## src/rtl/pcs_pkg.sv

```systemverilog
`default_nettype none
package pcs_pkg;

  // Table size and field widths
  localparam int ENTRIES = 1024;
  localparam int ADDR_W  = $clog2(ENTRIES);
  localparam int IDX_W   = 10;
  localparam int POS_W   = 18;
  localparam int RAD_W   = 16;
  localparam int TYPE_W  = 16;
  localparam int SCAN_W  = 11;
  // Wide enough for a scan count, an index and ENTRIES itself
  localparam int CNT_W   = (ADDR_W + 1 > SCAN_W) ? ADDR_W + 1 : SCAN_W;

  // Flag word: alive, hit enable, type bits
  localparam int FLAG_W      = TYPE_W + 2;
  localparam int FLAG_ALIVE  = 0;
  localparam int FLAG_ENABLE = 1;
  localparam int FLAG_TYPE   = 2;

  // Entry data word: x, y, radius
  localparam int DATA_W = 2 * POS_W + RAD_W;

  localparam int DIST_W = POS_W;       // absolute axis delta
  localparam int RSUM_W = RAD_W + 1;   // summed radius

  localparam logic CMD_WRITE = 1'b0;
  localparam logic CMD_QUERY = 1'b1;

  typedef struct packed {
    logic clear;     // zero the flag word at the sweep address, advance it
    logic write;     // store the incoming entry
    logic load;      // latch probe, start address, clear result
    logic issue;     // read the entry at the scan address, advance it
    logic flush;     // drop everything in the compare pipeline
    logic out_load;  // move the result into the output register
  } dp_cmd_t;

  typedef struct packed {
    logic addr_last;  // sweep address at last entry
    logic hit_found;  // compare pipeline reports a collision this cycle
    logic pipe_busy;  // compare pipeline holds entries
  } dp_status_t;

endpackage
`default_nettype wire

```

## src/rtl/pcs_controller.sv

```systemverilog
`default_nettype none
module pcs_controller (
  input  wire logic                               clk_i,
  input  wire logic                               rst_ni,
  input  wire logic                               in_valid_i,
  output logic                                    in_ready_o,
  input  wire logic                               in_cmd_i,
  input  wire logic       [pcs_pkg::IDX_W-1:0]     in_index_i,
  input  wire logic       [pcs_pkg::SCAN_W-1:0]    in_scan_count_i,
  output logic                                    out_valid_o,
  input  wire logic                               out_ready_i,
  output pcs_pkg::dp_cmd_t                        cmd_o,
  input  wire pcs_pkg::dp_status_t                status_i
);

  localparam int CW = pcs_pkg::CNT_W;

  typedef enum logic [4:0] {
    ST_CLEAR  = 5'b00001,
    ST_IDLE   = 5'b00010,
    ST_SCAN   = 5'b00100,
    ST_DRAIN  = 5'b01000,
    ST_FINISH = 5'b10000
  } state_e;

  state_e        state_q, state_d;
  logic [CW-1:0] rem_q, rem_d;
  logic          out_valid_q, out_valid_d;

  logic          accept;
  logic [CW-1:0] start;
  logic [CW-1:0] count;
  logic [CW-1:0] room;
  logic          in_range;
  logic [CW-1:0] span;

  assign in_ready_o = (state_q == ST_IDLE);
  assign accept     = in_valid_i && in_ready_o;

  // Entries to visit: scan count clipped at the table end
  assign start    = CW'(in_index_i);
  assign count    = CW'(in_scan_count_i);
  assign in_range = start < CW'(pcs_pkg::ENTRIES);
  assign room     = CW'(pcs_pkg::ENTRIES) - start;
  assign span     = !in_range ? '0 : ((count < room) ? count : room);

  always_comb begin
    state_d     = state_q;
    rem_d       = rem_q;
    out_valid_d = out_valid_q && !out_ready_i;
    cmd_o       = '0;
    unique case (state_q)
      ST_CLEAR: begin
        cmd_o.clear = 1'b1;
        if (status_i.addr_last) begin
          state_d = ST_IDLE;
        end
      end
      ST_IDLE: begin
        if (accept) begin
          cmd_o.load = 1'b1;
          if (in_cmd_i == pcs_pkg::CMD_WRITE) begin
            cmd_o.write = in_range;
            state_d     = ST_FINISH;
          end else begin
            rem_d   = span;
            state_d = (span == '0) ? ST_FINISH : ST_SCAN;
          end
        end
      end
      ST_SCAN: begin
        if (status_i.hit_found) begin
          cmd_o.flush = 1'b1;
          state_d     = ST_FINISH;
        end else begin
          cmd_o.issue = 1'b1;
          rem_d       = rem_q - CW'(1);
          if (rem_q == CW'(1)) begin
            state_d = ST_DRAIN;
          end
        end
      end
      ST_DRAIN: begin
        if (status_i.hit_found) begin
          cmd_o.flush = 1'b1;
          state_d     = ST_FINISH;
        end else if (!status_i.pipe_busy) begin
          state_d = ST_FINISH;
        end
      end
      ST_FINISH: begin
        if (!out_valid_q || out_ready_i) begin
          cmd_o.out_load = 1'b1;
          out_valid_d    = 1'b1;
          state_d        = ST_IDLE;
        end
      end
      default: begin
        state_d = ST_CLEAR;
      end
    endcase
  end

  always_ff @(posedge clk_i or negedge rst_ni) begin
    if (!rst_ni) begin
      state_q     <= ST_CLEAR;
      rem_q       <= '0;
      out_valid_q <= 1'b0;
    end else begin
      state_q     <= state_d;
      rem_q       <= rem_d;
      out_valid_q <= out_valid_d;
    end
  end

  assign out_valid_o = out_valid_q;

  a_hit_only_in_scan : assert property (@(posedge clk_i) disable iff (!rst_ni)
    status_i.hit_found |-> (state_q == ST_SCAN) || (state_q == ST_DRAIN))
    else $error("collision reported outside a scan");

  a_scan_count_live : assert property (@(posedge clk_i) disable iff (!rst_ni)
    (state_q == ST_SCAN) |-> (rem_q != '0))
    else $error("scan running with no entries left");

  a_result_from_finish : assert property (@(posedge clk_i) disable iff (!rst_ni)
    $rose(out_valid_q) |-> $past(state_q == ST_FINISH))
    else $error("result presented without finishing a transaction");

  a_drain_no_issue : assert property (@(posedge clk_i) disable iff (!rst_ni)
    (state_q == ST_DRAIN) |=> !$past(cmd_o.issue))
    else $error("entry read issued while draining");

endmodule
`default_nettype wire
```

## config.mk

```make
export PLATFORM = sky130hd
export DESIGN_NAME = pcs_controller
export DESIGN_NICKNAME = d
export VERILOG_FILES = /design/src/rtl/pcs_pkg.sv /design/src/rtl/pcs_controller.sv
export SDC_FILE = /design/constraint.sdc
export NUM_CORES = 1
export LEC_CHECK = 0
export BUFFER_PORTS_ARGS = -buffer_cell sky130_fd_sc_hd__clkbuf_2
export CORE_MARGIN = 3
export CORE_UTILIZATION = 55
export CTS_CLUSTER_DIAMETER = 150
export DETAILED_ROUTE_END_ITERATION = 10
export GPL_TIMING_DRIVEN = 0
export PLACE_DENSITY = 0.86
export SYNTH_ARGS = -nofsm -noshare
export SYNTH_HDL_FRONTEND = slang
export SYNTH_SLANG_ARGS = --single-unit
```

## constraint.sdc

```tcl
create_clock -name clk_i -period 3.25 [get_ports clk_i]
set_input_delay 0.1625 -clock clk_i [delete_from_list [all_inputs] [get_ports clk_i]]
set_output_delay 0.1625 -clock clk_i [all_outputs]
set_load 0.02 [all_outputs]
```

==> key figures <==
Status
  – Outcome: completed

Global routing
  – Largest net degree at the start of global routing: 18
  – Gr usage total: 23.9%
  – GRT overflow: 0
  – Via count of the first global-routing pass: 1818
  – First-pass GRT wire length: 8120 um
  – Initial antenna violation count: 0

STA
  – Period minus WS final: 2.67 ns
  – Worst Slack Setup Final: 0.576 ns
  – Post-route clock period utilization: 82.3%
  – Worst-margin pin slew: 0.685 ns
  – Aggregate negative setup slack: 0 ns
  – Final Hold Viols: 0
  – Number of max-slew violations in the final report: 0
  – Hold slack final: 0.140 ns
  – Max Clock Skew: 0.00457 ns
  – Unrepaired setup endpoints after global routing: no
  – Highest Clock Rate: 374 MHz
  – Max-slew headroom: 53.2%
  – Setup violation total in the final timing report: 0

Synth
  – Cell area after synthesis: 1880 um^2
  – Post-Syn Nets: 283
  – Top_reg_cell synth: sky130_fd_sc_hd__dfrtp_1
  – Warnings from Yosys: 0
  – Mean post-synth cell area: 7.81 um^2
  – Flop and latch count out of synthesis: 17
  – Number of enable-type register cells in the synthesized netlist: 0
  – Count of distinct cell types in the synthesized netlist: 61
  – Share of synthesized area occupied by flip-flops and latches: 22.7%
  – FFs w/ async S/R, synth: 100%
  – Post-Syn Instances: 241

Clock network
  – Buffer levels on the longest clock path: 2
  – Source-to-sink clock delay at the later pin of the worst-skew pair: 0.29 ns
  – Post-CTS Repair Setup Buffers: 0
  – Count of clock tree sinks: 17
  – Number of H-tree branching levels: 1
  – CTS clk-pin slew, worst paths: 0.10 ns
  – CTS tree: done
  – Num CTS Buffers: 3
  – Cell chosen for the clock root: sky130_fd_sc_hd__clkbuf_4

Floorplanning
  – Height of the die: 64.5 um
  – Standard cell core area: 3150 um^2
  – DIE WIDTH: 64.5 um
  – # rows: 20
  – Floorplan die area: 4160 um^2
  – Top-level port count: 37
  – Initial cell density of the core: 59.7%

Routing
  – WL/cell: 14.3 um
  – Detailed Routing Iterations Pass 1: 4
  – Detailed router's first-iteration violation count: 166
  – Vias after detailed routing: 1966
  – Total Wirelength: 4640 um
  – Avg Vias per Cell: 6.05
  – Antenna viol nets, final: 0
  – Post-route DRC violation count: 0

Setup path
  – Data required time at the worst endpoint: 3.47 ns
  – Endpoint type of the worst setup path: flop
  – Setup Crit Path Kind: primary input to flop
  – Sort of element at the start of the critical path: primary input
  – Worst path arrival time: 2.89 ns
  – Max Fanout on Critical Path: 10

Place
  – Minimum setup slack after placement: 0.253 ns
  – Placed cell area: 2110 um^2
  – Quantity of I/O buffers inserted on ports: 35
  – Placer congestion estimate: 0.894
  – HPWL after DPL: 3760 um

Layout
  – Number of inserted diodes: 0
  – Synth-to-Final Area Change: 14.2%
  – Share of post-route cells with drive strength above 1: 22.8%
  – Most frequent cells in the layout: sky130_fd_sc_hd__clkbuf_2 (35), sky130_fd_sc_hd__nand2_1 (21), sky130_fd_sc_hd__inv_1 (16), sky130_fd_sc_hd__dfrtp_1 (16), sky130_fd_sc_hd__nor2_1 (15)
  – Design Area, Final: 2150 um^2
  – Post-layout net count: 324
  – Leading cell type in the layout, fill and taps excluded: sky130_fd_sc_hd__clkbuf_2

Pwr
  – Power Dens Cells: 485 nW/um^2
  – Peak VDD IR: 0.170 mV
  – Lkg Pwr: 0.988 nW

Run
  – Number of max-cap violations: 0

Worst hold path
  – Min-Delay Path Class: primary input to flop
-- per-layer routing --
metal | wire [um] | up-vias | part of all wire, % | track usage (%)
met5 | 0 | - | 0 | 0
met2 | 2270 | 58 | 49 | 40.3
met4 | 35 | 0 | 0.75 | 6.60
li1 | - | 988 | - | -
met3 | 212 | 4 | 4.6 | 2.25
met1 | 2120 | 916 | 46 | 32.6
-- cell type report --
class                   instances  area (um^2)
flip-flops and latches         17          427
plain buffers                  12         62.6
multi-input cells             196         1330
clock buffers                   4         26.3
well taps                      44         55.1
repair buffers                 36          185
inverters                      16         60.1
fillers                       290         1000
-- sequential cells by signal, indices dropped and copies added, names as in the netlist --
signal,count
rem_q,11
out_valid_o,1
state_q,5
-- cell families after synthesis --
logic type	Yosys count	synth area share (%)
compound gates	64	22.2
xor+xnor	7	3.26
fa+ha+maj	13	8.64
buf+inv	28	6.52
flops	17	22.7
mux	5	2.93
simple gates	107	33.8
-- worst max-delay path, cell delays in order --
cell                       delay, ns
sky130_fd_sc_hd__clkbuf_2       0.12
sky130_fd_sc_hd__inv_1          0.06
sky130_fd_sc_hd__ha_1           0.26
sky130_fd_sc_hd__nand2b_1       0.19
sky130_fd_sc_hd__o21a_1         0.23
sky130_fd_sc_hd__or2_1          0.25
sky130_fd_sc_hd__ha_1           0.31
sky130_fd_sc_hd__a21oi_1        0.13
sky130_fd_sc_hd__o21ai_0        0.15
sky130_fd_sc_hd__a221o_1        0.39
sky130_fd_sc_hd__buf_2          0.20
sky130_fd_sc_hd__mux2_2         0.31
sky130_fd_sc_hd__o21ai_0        0.14
-- cells in the mapped netlist, types with 2 or more instances --
master | count | share of area, %
sky130_fd_sc_hd__a2111oi_0 | 2 | 0.93
sky130_fd_sc_hd__a21boi_0 | 2 | 0.80
sky130_fd_sc_hd__a21o_1 | 2 | 0.80
sky130_fd_sc_hd__a21oi_1 | 12 | 3.2
sky130_fd_sc_hd__a221oi_1 | 2 | 0.93
sky130_fd_sc_hd__a22oi_1 | 4 | 1.6
sky130_fd_sc_hd__a2bb2oi_1 | 2 | 0.93
sky130_fd_sc_hd__a31oi_1 | 6 | 2.0
sky130_fd_sc_hd__buf_2 | 8 | 2.1
sky130_fd_sc_hd__buf_4 | 2 | 0.80
sky130_fd_sc_hd__clkbuf_1 | 2 | 0.40
sky130_fd_sc_hd__dfrtp_1 | 16 | 21
sky130_fd_sc_hd__ha_1 | 13 | 8.6
sky130_fd_sc_hd__inv_1 | 16 | 3.2
sky130_fd_sc_hd__mux2_2 | 4 | 2.4
sky130_fd_sc_hd__nand2_1 | 21 | 4.2
sky130_fd_sc_hd__nand2_2 | 2 | 0.66
sky130_fd_sc_hd__nand2b_1 | 6 | 2.0
sky130_fd_sc_hd__nand3_1 | 11 | 2.9
sky130_fd_sc_hd__nand3b_1 | 2 | 0.80
sky130_fd_sc_hd__nand4_1 | 3 | 1.0
sky130_fd_sc_hd__nand4b_1 | 3 | 1.4
sky130_fd_sc_hd__nor2_1 | 15 | 3.0
sky130_fd_sc_hd__nor2b_1 | 2 | 0.66
sky130_fd_sc_hd__nor3_1 | 11 | 2.9
sky130_fd_sc_hd__nor3b_1 | 3 | 1.2
sky130_fd_sc_hd__nor4_1 | 5 | 1.7
sky130_fd_sc_hd__nor4b_1 | 2 | 0.93
sky130_fd_sc_hd__nor4bb_1 | 2 | 1.1
sky130_fd_sc_hd__o211ai_1 | 3 | 1.2
sky130_fd_sc_hd__o21ai_0 | 12 | 3.2
sky130_fd_sc_hd__o21ai_1 | 3 | 0.80
sky130_fd_sc_hd__o22ai_1 | 7 | 2.3
sky130_fd_sc_hd__or3_1 | 3 | 1.0
sky130_fd_sc_hd__xnor2_1 | 4 | 1.9
sky130_fd_sc_hd__xor2_1 | 3 | 1.4
-- path summary, 6_finish.rpt --
kind                                            from                      to  slack [ns]  depth (start not counted)
worst max-delay path                   in_index_i[0]    rem_q[8]$_DFFE_PN0P_        0.58                         13
worst min-delay path              in_scan_count_i[7]    rem_q[7]$_DFFE_PN0P_        0.14                          3
worst max register to register  rem_q[0]$_DFFE_PN0P_   rem_q[10]$_DFFE_PN0P_        1.20                          8
worst min register to register  rem_q[6]$_DFFE_PN0P_    rem_q[6]$_DFFE_PN0P_        0.54                          2
max in group asynchronous                     rst_ni  state_q[0]$_DFFE_PN1P_        2.58                          2
min in group asynchronous                     rst_ni    rem_q[9]$_DFFE_PN0P_        0.34                          2
-- what timing repair did --
action / in CTS / in global routing
hold buffers: 1 / 0
endpoints found under the hold margin: 16 / 0
resized for setup: 0 / 0
-- per-stage QoR --
stage | total power, mW | util (%) | std cells
after floorplan | 0.776 | - | 241
after global placement | 0.904 | 67.0 | 320
after detailed placement | 0.920 | 67.0 | 320
after CTS | 1.04 | 68.1 | 325
after global routing | 1.14 | 68.1 | 325
final | 1.04 | 68.1 | 325
-- report_power, final --
group | internal (mW) | total [mW] | leakage (nW) | switching, mW
sequential | 0.300 | 0.382 | 0.209 | 0.0823
combinational | 0.230 | 0.543 | 0.764 | 0.313
clock | 0.0477 | 0.116 | 0.0150 | 0.0684
total | 0.577 | 1.04 | 0.988 | 0.464
Note: power is estimated with default switching activity, not from simulation.
